<file path="config.mk">
export PLATFORM = sky130hd
export DESIGN_NAME = nibble_palette_blend_blit_flat
export DESIGN_NICKNAME = d
export VERILOG_FILES = /design/src/hw/rtl/npb_pkg.sv /design/src/hw/rtl/npb_if.sv /design/src/hw/rtl/nibble_palette_blend_blit.sv /design/src/hw/rtl/npb_palette_mem.sv /design/src/hw/rtl/npb_issue.sv /design/src/hw/rtl/npb_shade.sv /design/src/flat_wrapper.sv
export SDC_FILE = /design/constraint.sdc
export NUM_CORES = 2
export LEC_CHECK = 0
export ABC_AREA = 0
export BUFFER_PORTS_ARGS = -buffer_cell sky130_fd_sc_hd__buf_2
export CORE_ASPECT_RATIO = 0.7
export CORE_MARGIN = 2
export CORE_UTILIZATION = 30
export DETAILED_ROUTE_END_ITERATION = 12
export GPL_TIMING_DRIVEN = 0
export MAX_ROUTING_LAYER = met4
export SLEW_MARGIN = 30
export SYNTH_ARGS = -nofsm -noshare
export SYNTH_HDL_FRONTEND = slang
export SYNTH_HIERARCHICAL = 1
export SYNTH_SLANG_ARGS = --single-unit
</file>
<file path="constraint.sdc">
create_clock -name clk -period 26.1 [get_ports clk]
set_input_delay 2.61 -clock clk [delete_from_list [all_inputs] [get_ports clk]]
set_output_delay 2.61 -clock clk [all_outputs]
set_load 0.05 [all_outputs]
</file>
<file path="src/hw/rtl/npb_pkg.sv">
`timescale 1ns / 1ps

package npb_pkg;

  localparam logic OP_LOAD  = 1'b0;
  localparam logic OP_PIXEL = 1'b1;

  localparam logic [31:0] ALL_ONES   = 32'hFFFF_FFFF;
  localparam logic [7:0]  ALPHA_FF   = 8'hFF;
  localparam logic [15:0] ROUND_HALF = 16'd128;
  localparam logic [7:0]  FULL       = 8'd255;
  localparam logic [3:0]  NIB_MASK   = 4'hF;

  typedef struct packed {
    logic        valid;
    logic        last;
    logic [31:0] dst;
  } npb_texel_t;

  typedef struct packed {
    logic        we;
    logic [3:0]  waddr;
    logic [31:0] wdata;
    logic        re;
    logic [3:0]  raddr;
  } npb_mem_req_t;

endpackage

</file>
<file path="src/hw/rtl/npb_if.sv">
`timescale 1ns / 1ps

interface npb_item_if;
  logic        valid;
  logic        ready;
  logic        opcode;
  logic [3:0]  palette_slot;
  logic [31:0] palette_color;
  logic [7:0]  packed_byte;
  logic        low_valid;
  logic        high_valid;
  logic [31:0] dst_low;
  logic [31:0] dst_high;

  modport source (
    output valid, opcode, palette_slot, palette_color, packed_byte,
           low_valid, high_valid, dst_low, dst_high,
    input  ready
  );
  modport sink (
    input  valid, opcode, palette_slot, palette_color, packed_byte,
           low_valid, high_valid, dst_low, dst_high,
    output ready
  );
endinterface

interface npb_result_if;
  logic        valid;
  logic        ready;
  logic [31:0] out_pixel;
  logic        last;

  modport source (output valid, out_pixel, last, input ready);
  modport sink (input valid, out_pixel, last, output ready);
endinterface

</file>
<file path="src/hw/rtl/nibble_palette_blend_blit.sv">
`timescale 1ns / 1ps
// channel  | role   | beat carries
// ---------+--------+---------------------------------------------------------
// item     | sink   | opcode, palette_slot, palette_color, packed_byte,
//          |        | low_valid, high_valid, dst_low, dst_high
// result   | source | out_pixel, last
// cfg      | write  | cfg_wr_en, cfg_wr_data (modulate_color)
//
// One palette read per cycle unless the result stalls: a pixel beat with both
// texels valid reads the low texel, then the high; one result leaves per cycle.
// Each result is registered through s1, s2, s3 and the output register.
// Reset sets modulate_color to all ones; palette contents are undefined.
// A stalled result holds the whole pipeline, including the palette read port.

module nibble_palette_blend_blit
  import npb_pkg::*;
(
  input  logic          clk,
  input  logic          rst,
  npb_item_if.sink      item,
  npb_result_if.source  result,
  input  logic          cfg_wr_en,
  input  logic [31:0]   cfg_wr_data
);

  logic [31:0]  modulate;
  logic         adv;
  npb_mem_req_t mem_req;
  npb_texel_t   texel;
  logic [31:0]  rdata;

  always_ff @(posedge clk) begin
    if (rst) begin
      modulate <= ALL_ONES;
    end else if (cfg_wr_en) begin
      modulate <= cfg_wr_data;
    end
  end

  npb_issue u_issue (
    .clk     (clk),
    .rst     (rst),
    .item    (item),
    .adv     (adv),
    .mem_req (mem_req),
    .texel   (texel)
  );

  npb_palette_mem u_mem (
    .clk   (clk),
    .req   (mem_req),
    .rdata (rdata)
  );

  npb_shade u_shade (
    .clk      (clk),
    .rst      (rst),
    .result   (result),
    .modulate (modulate),
    .texel    (texel),
    .rdata    (rdata),
    .adv      (adv)
  );

endmodule

</file>
<file path="src/hw/rtl/npb_palette_mem.sv">
`timescale 1ns / 1ps

module npb_palette_mem
  import npb_pkg::*;
(
  input  logic         clk,
  input  npb_mem_req_t req,
  output logic [31:0]  rdata
);

  logic [31:0] mem [16];

  always_ff @(posedge clk) begin
    if (req.we) begin
      mem[req.waddr] <= req.wdata;
    end
    if (req.re) begin
      rdata <= mem[req.raddr];
    end
  end

endmodule

</file>
<file path="src/hw/rtl/npb_issue.sv">
`timescale 1ns / 1ps

module npb_issue
  import npb_pkg::*;
(
  input  logic         clk,
  input  logic         rst,
  npb_item_if.sink     item,
  input  logic         adv,
  output npb_mem_req_t mem_req,
  output npb_texel_t   texel
);

  logic        hold_valid;
  logic        h_op;
  logic [3:0]  h_slot;
  logic [31:0] h_color;
  logic [7:0]  h_byte;
  logic        h_lo;
  logic        h_hi;
  logic [31:0] h_dst_lo;
  logic [31:0] h_dst_hi;

  logic emit_lo;
  logic emit_hi;
  logic finishing;
  logic take;

  always_comb begin
    emit_lo   = hold_valid && (h_op == OP_PIXEL) && h_lo;
    emit_hi   = hold_valid && (h_op == OP_PIXEL) && !h_lo && h_hi;
    finishing = (h_op == OP_LOAD) || !(h_lo && h_hi);
    item.ready = !hold_valid || (adv && finishing);
    take      = item.valid && item.ready;

    mem_req.we    = adv && hold_valid && (h_op == OP_LOAD);
    mem_req.waddr = h_slot;
    mem_req.wdata = h_color;
    mem_req.re    = adv;
    mem_req.raddr = h_lo ? (h_byte[3:0] & NIB_MASK) : (h_byte[7:4] & NIB_MASK);

    texel.valid = emit_lo || emit_hi;
    texel.last  = emit_hi || (emit_lo && !h_hi);
    texel.dst   = h_lo ? h_dst_lo : h_dst_hi;
  end

  always_ff @(posedge clk) begin
    if (rst) begin
      hold_valid <= 1'b0;
    end else if (take) begin
      hold_valid <= 1'b1;
    end else if (adv && hold_valid && finishing) begin
      hold_valid <= 1'b0;
    end
  end

  always_ff @(posedge clk) begin
    if (take) begin
      h_op     <= item.opcode;
      h_slot   <= item.palette_slot;
      h_color  <= item.palette_color;
      h_byte   <= item.packed_byte;
      h_lo     <= item.low_valid;
      h_hi     <= item.high_valid;
      h_dst_lo <= item.dst_low;
      h_dst_hi <= item.dst_high;
    end else if (adv && emit_lo) begin
      h_lo <= 1'b0;
    end
  end

endmodule

</file>
<file path="src/hw/rtl/npb_shade.sv">
`timescale 1ns / 1ps

module npb_shade
  import npb_pkg::*;
(
  input  logic         clk,
  input  logic         rst,
  npb_result_if.source result,
  input  logic [31:0]  modulate,
  input  npb_texel_t   texel,
  input  logic [31:0]  rdata,
  output logic         adv
);

  logic        s1_valid;
  logic        s1_last;
  logic [31:0] s1_dst;

  logic        s2_valid;
  logic        s2_last;
  logic        s2_transp;
  logic [31:0] s2_src;
  logic [31:0] s2_dst;

  logic        s3_valid;
  logic        s3_last;
  logic        s3_transp;
  logic        s3_opaque;
  logic [31:0] s3_src;
  logic [31:0] s3_dst;
  logic [15:0] s3_ps [3];
  logic [15:0] s3_pd [3];

  logic        out_valid;
  logic [31:0] out_pixel;
  logic        out_last;

  logic [31:0] modulated;
  logic [15:0] mprod [4];
  logic [7:0]  alpha;
  logic [7:0]  ialpha;
  logic [15:0] ps [3];
  logic [15:0] pd [3];
  logic [15:0] sums [3];
  logic [31:0] blended;
  logic [31:0] pixel_next;

  always_comb begin
    adv = !out_valid || result.ready;
    for (int c = 0; c < 4; c++) begin
      mprod[c] = 16'(rdata[8*c +: 8]) * 16'(modulate[8*c +: 8]) + ROUND_HALF;
      modulated[8*c +: 8] = mprod[c][15:8];
    end
    alpha  = s2_src[31:24];
    ialpha = FULL - alpha;
    for (int c = 0; c < 3; c++) begin
      ps[c] = 16'(s2_src[8*c +: 8]) * 16'(alpha);
      pd[c] = 16'(s2_dst[8*c +: 8]) * 16'(ialpha);
      sums[c] = s3_ps[c] + s3_pd[c] + ROUND_HALF;
      blended[8*c +: 8] = sums[c][15:8];
    end
    blended[31:24] = ALPHA_FF;
    if (s3_transp) begin
      pixel_next = s3_dst;
    end else if (s3_opaque) begin
      pixel_next = s3_src;
    end else begin
      pixel_next = blended;
    end
    result.valid     = out_valid;
    result.out_pixel = out_pixel;
    result.last      = out_last;
  end

  always_ff @(posedge clk) begin
    if (rst) begin
      s1_valid  <= 1'b0;
      s2_valid  <= 1'b0;
      s3_valid  <= 1'b0;
      out_valid <= 1'b0;
    end else if (adv) begin
      s1_valid  <= texel.valid;
      s2_valid  <= s1_valid;
      s3_valid  <= s2_valid;
      out_valid <= s3_valid;
    end
  end

  always_ff @(posedge clk) begin
    if (adv) begin
      s1_last   <= texel.last;
      s1_dst    <= texel.dst;

      s2_last   <= s1_last;
      s2_dst    <= s1_dst;
      s2_transp <= (rdata[31:24] == 8'd0);
      s2_src    <= (modulate != ALL_ONES) ? modulated : rdata;

      s3_last   <= s2_last;
      s3_dst    <= s2_dst;
      s3_src    <= s2_src;
      s3_transp <= s2_transp;
      s3_opaque <= (alpha == FULL);
      for (int c = 0; c < 3; c++) begin
        s3_ps[c] <= ps[c];
        s3_pd[c] <= pd[c];
      end

      out_pixel <= pixel_next;
      out_last  <= s3_last;
    end
  end

endmodule
</file>
<file path="src/flat_wrapper.sv">
// flat-port wrapper written by rule: the top's interface ports become plain ports
module nibble_palette_blend_blit_flat import npb_pkg::*;
  (clk, rst, cfg_wr_en, cfg_wr_data, item_valid, item_opcode, item_palette_slot, item_palette_color, item_packed_byte, item_low_valid, item_high_valid, item_dst_low, item_dst_high, item_ready, result_valid, result_out_pixel, result_last, result_ready);
  npb_item_if item_i ();
  npb_result_if result_i ();
  input  logic clk;
  input  logic rst;
  input  logic cfg_wr_en;
  input  logic [31:0] cfg_wr_data;
  input wire logic [$bits(item_i.valid)-1:0] item_valid;
  input wire logic [$bits(item_i.opcode)-1:0] item_opcode;
  input wire logic [$bits(item_i.palette_slot)-1:0] item_palette_slot;
  input wire logic [$bits(item_i.palette_color)-1:0] item_palette_color;
  input wire logic [$bits(item_i.packed_byte)-1:0] item_packed_byte;
  input wire logic [$bits(item_i.low_valid)-1:0] item_low_valid;
  input wire logic [$bits(item_i.high_valid)-1:0] item_high_valid;
  input wire logic [$bits(item_i.dst_low)-1:0] item_dst_low;
  input wire logic [$bits(item_i.dst_high)-1:0] item_dst_high;
  output wire logic [$bits(item_i.ready)-1:0] item_ready;
  output wire logic [$bits(result_i.valid)-1:0] result_valid;
  output wire logic [$bits(result_i.out_pixel)-1:0] result_out_pixel;
  output wire logic [$bits(result_i.last)-1:0] result_last;
  input wire logic [$bits(result_i.ready)-1:0] result_ready;
  assign item_i.valid = item_valid;
  assign item_i.opcode = item_opcode;
  assign item_i.palette_slot = item_palette_slot;
  assign item_i.palette_color = item_palette_color;
  assign item_i.packed_byte = item_packed_byte;
  assign item_i.low_valid = item_low_valid;
  assign item_i.high_valid = item_high_valid;
  assign item_i.dst_low = item_dst_low;
  assign item_i.dst_high = item_dst_high;
  assign item_ready = item_i.ready;
  assign result_valid = result_i.valid;
  assign result_out_pixel = result_i.out_pixel;
  assign result_last = result_i.last;
  assign result_i.ready = result_ready;
  nibble_palette_blend_blit u_core (.clk(clk), .rst(rst), .item(item_i), .result(result_i), .cfg_wr_en(cfg_wr_en), .cfg_wr_data(cfg_wr_data));
endmodule
</file>
==> key figures <==
Synthesis
  • Post-synthesis simple-gate area fraction: between 10% and 20%
  • Total number of yosys warnings: 6
  • Top-area cell type share of the netlist area: 49.8%
  • Synth top area cells: edfxtp_1 (50%), fa_1 (12%), ha_1 (9.7%)
  • Register area share after synthesis: between 50% and 60%
  • Post-synthesis xor/xnor area fraction: around 1.6%
  • Post-Syn Nets: ~5,100
  • Syn_area_per_cell: ~14 um2
  • Synth Flop Type: edfxtp_1
  • Netlist cell types: 75
  • Mapped cell area: 57,300 um2
  • Post-synth EDFFs: 950
  • Synth Area in Adders: around 22%
  • Post-synthesis mux area share: about 6%
  • Seq cells post-synth: roughly 990
  • Complex-gate fraction of the synthesized area: between 4 and 5%
  • Leading area contributor after synthesis: edfxtp_1
  • Largest family of logic cells by synthesized area: adder cells
  • Cells after synthesis: around 4,100
  • Fraction of registers with async set/reset: 0%

Clocking
  • CTS resizes: 0
  • Cts hold-fix bufs: 0
  • Cts bufs inserted: a little over 100
  • Clock root buffer: clkbuf_16
  • TritonCTS clock tree: built
  • Clk_lat worst skew: about 0.76 ns
  • Postcts setup bufs: 0
  • Clock-pin slew on the worst setup and hold paths: ~0.06 ns
  • H-tree depth: 3
  • Longest Clk Path Bufs: 3
  • Clock sink count: between 900 and 1,000

Detailed routing
  • Total Wirelength: between 100 and 150 mm
  • Drt via density: 4.76
  • 1st-iter DRT viols: around 2,900
  • Wire per inst: around 21 um
  • DRC Markers: 0
  • Detail Route Antenna Nets: 0
  • Vias: 33,900
  • DRT Pass-1 Iters: 8

Floorplanning
  • Cell Rows: approximately 130
  • Die area: approximately 200,000 um2
  • Die Ht: approximately 370 um
  • Core area: 190,000 um2
  • Initial Util: a little under a third
  • Die W: between 500 and 600 um
  • Num ports: approximately 180

Timing
  • Slew Limit Headroom: about 29%
  • Post-route clock period utilization: 24.3%
  • Min cycle time layout: 6.35 ns
  • Final worst slack: ~20 ns
  • Final Skew: around 0.07 ns
  • Setup Viol. Count Final: 0
  • Final hold violations: 0
  • Peak Freq: between 150 and 200 MHz
  • RSZ-0062 raised after global routing: false
  • Max-slew violations: 0
  • Worst-Margin Slew: about 1.1 ns

Placed design
  • Setup WS pre-CTS: between 15 and 20 ns
  • I/O Buffers: ~180
  • GPL Wtd Cong: between 0.8 and 0.9
  • DP Area: approximately 63,000 um2
  • DPL Wire Length: approximately 110 mm

Setup path
  • Crit path DAT: about 3.7 ns
  • CP Data Required Time: 23.49 ns
  • Most frequent CP cell: buf_2
  • Max FO, Critical Path: 12
  • Bufs and invs on worst path: 3
  • Family with the most delay on the worst path: simple AND/OR/NAND/NOR gates
  • CP max-delay cell: nor2b_1
  • CP Launch Type: input port
  • CP peak stage delay: 0.34 ns
  • Cell Chain, Critical Path: buf_2 > nand2b_1 > clkbuf_4 > nor2b_1 > nor2_1 > buf_2
  • Setup CP Type: input port to primary output
  • CP Capture Type: primary output

Finish
  • Fill count: ~18,000
  • Nets: between 5,000 and 6,000
  • Area of the multi-input gates: around 26,000 um2
  • Synth-to-Final Area Change: 15.6%
  • Most common cell after layout, fill and taps aside: edfxtp_1
  • Layout cells sized above 1: between 10% and 20%
  • Most frequent cells in the layout: edfxtp_1 (950), inv_1 (523), ha_1 (445), fa_1 (356), and2_1 (341)
  • Register area: approximately 29,000 um2
  • Fin area: between 60,000 and 70,000 um2

Global routing
  • GR Overflow Total: 0
  • Global-route wire length before repair: roughly 220 mm
  • GR Util All Layers: ~16%
  • Initial antenna violation count: 13
  • Pin count of the biggest net entering global routing: between 50 and 60
  • Vias in the first global route: 34,800

Job
  • Max-Cap Viols: 0

Worst hold path
  • Hold/Removal Path Class: flip-flop to flip-flop

Outcome
  • Status: completed
==> flip-flops by register name (all words and copies together), names as in the netlist, 4 cells and up <==
name and flops:
u_core/u_shade/s3_dst 32, u_core/u_shade/s2_dst 32, u_core/u_mem/mem 512, u_core/u_shade/result.out_pixel 32
u_core/u_shade/s1_dst 32, u_core/u_issue/h_slot 4, u_core/u_shade/s3_ps 48, u_core/u_issue/h_byte 8
u_core/u_shade/s3_src 32, u_core/u_mem/rdata 32, u_core/modulate 32, u_core/u_issue/h_dst_hi 32
u_core/u_shade/s3_pd 48, u_core/u_issue/h_color 32, u_core/u_issue/h_dst_lo 32, u_core/u_shade/s2_src 32
==> Yosys cell counts, types with 8 or more instances <==
cell	n
nand3_1	20
xor2_1	27
and3_1	26
buf_4	10
nand2_1	184
buf_2	12
a31oi_1	14
nor2_1	126
o22a_1	8
mux2_2	32
nand4_1	12
inv_1	523
dfxtp_1	37
a22oi_1	67
xnor2_1	79
a211o_1	36
o21a_1	17
buf_1	10
mux4_2	128
fa_1	356
o21ai_0	46
ha_1	445
nand2b_1	35
clkbuf_1	82
edfxtp_1	950
a21boi_0	11
nor2b_1	217
o211ai_1	12
a21o_1	16
or3_1	13
a211oi_1	9
a21oi_1	89
and2_1	341
nor3_1	33
==> logic make-up after synthesis <==
kind of cell | Yosys count
compound gates | 381
xor+xnor | 106
fa+ha+maj | 801
buf+inv | 645
flops | 987
mux | 173
simple gates | 1054
==> layer usage <==
metal	wire length, um	track usage (%)	vias up
met5	0	-	-
met4	4060	4.43	0
met3	10500	2.94	190
met2	64200	23.0	1054
met1	68100	22.0	17300
li1	-	-	15300
==> cell type report <==
type                       count  share of cell area [%]
sequential                   987                    44.2
multi-input combinational   2515                    38.7
tap                         2516                    4.75
clock buffer                 121                    3.96
timing repair buffer         253                    3.12
inverter                     524                    2.97
clock inverter                69                    1.41
buffer                       121                   0.861
antenna                       10                  0.0378
==> stage by stage <==
stage	util, %	std cells	hold slack [ns]	setup TNS, ns
global route	34.8	7110	0.419	0
finish	34.8	7116	0.420	0
floorplan	-	4147	0.400	0
global placement	32.2	6844	0.403	-635.58
detailed placement	32.9	6916	0.406	0
CTS	34.8	7106	0.417	0
==> worst paths after layout <==
path / slack, ns / cells past startpoint / from / endpoint
worst min-delay path: 0.42 / 0 / u_core/u_shade/s1_dst[14]$_DFFE_PP_ / u_core/u_shade/s2_dst[14]$_DFFE_PP_
worst max register to register: 20.03 / 17 / u_core/u_shade/s2_src[29]$_DFFE_PP_ / u_core/u_shade/s3_ps[0][15]$_DFFE_PP_
worst min register to register: 0.42 / 0 / u_core/u_shade/s1_dst[14]$_DFFE_PP_ / u_core/u_shade/s2_dst[14]$_DFFE_PP_
worst max-delay path: 19.75 / 6 / result_ready / item_ready
==> worst reg2reg max path, stage by stage, from the launching register on <==
cell and delay (ns):
edfxtp_1 0.47, clkbuf_1 0.71, clkbuf_1 0.58, nand2_1 0.17, fa_1 0.54, fa_1 0.49
inv_1 0.05, fa_1 0.47, inv_1 0.05, fa_1 0.49, inv_1 0.04, ha_1 0.30
a21boi_0 0.26, o21ai_0 0.14, a21boi_0 0.46, nor2_1 0.15, o21ai_0 0.30, a211oi_1 0.13
Power is left out: the tool's default activity adds up to more than one toggle a clock period on the data nets, which glitch-free logic cannot reach.
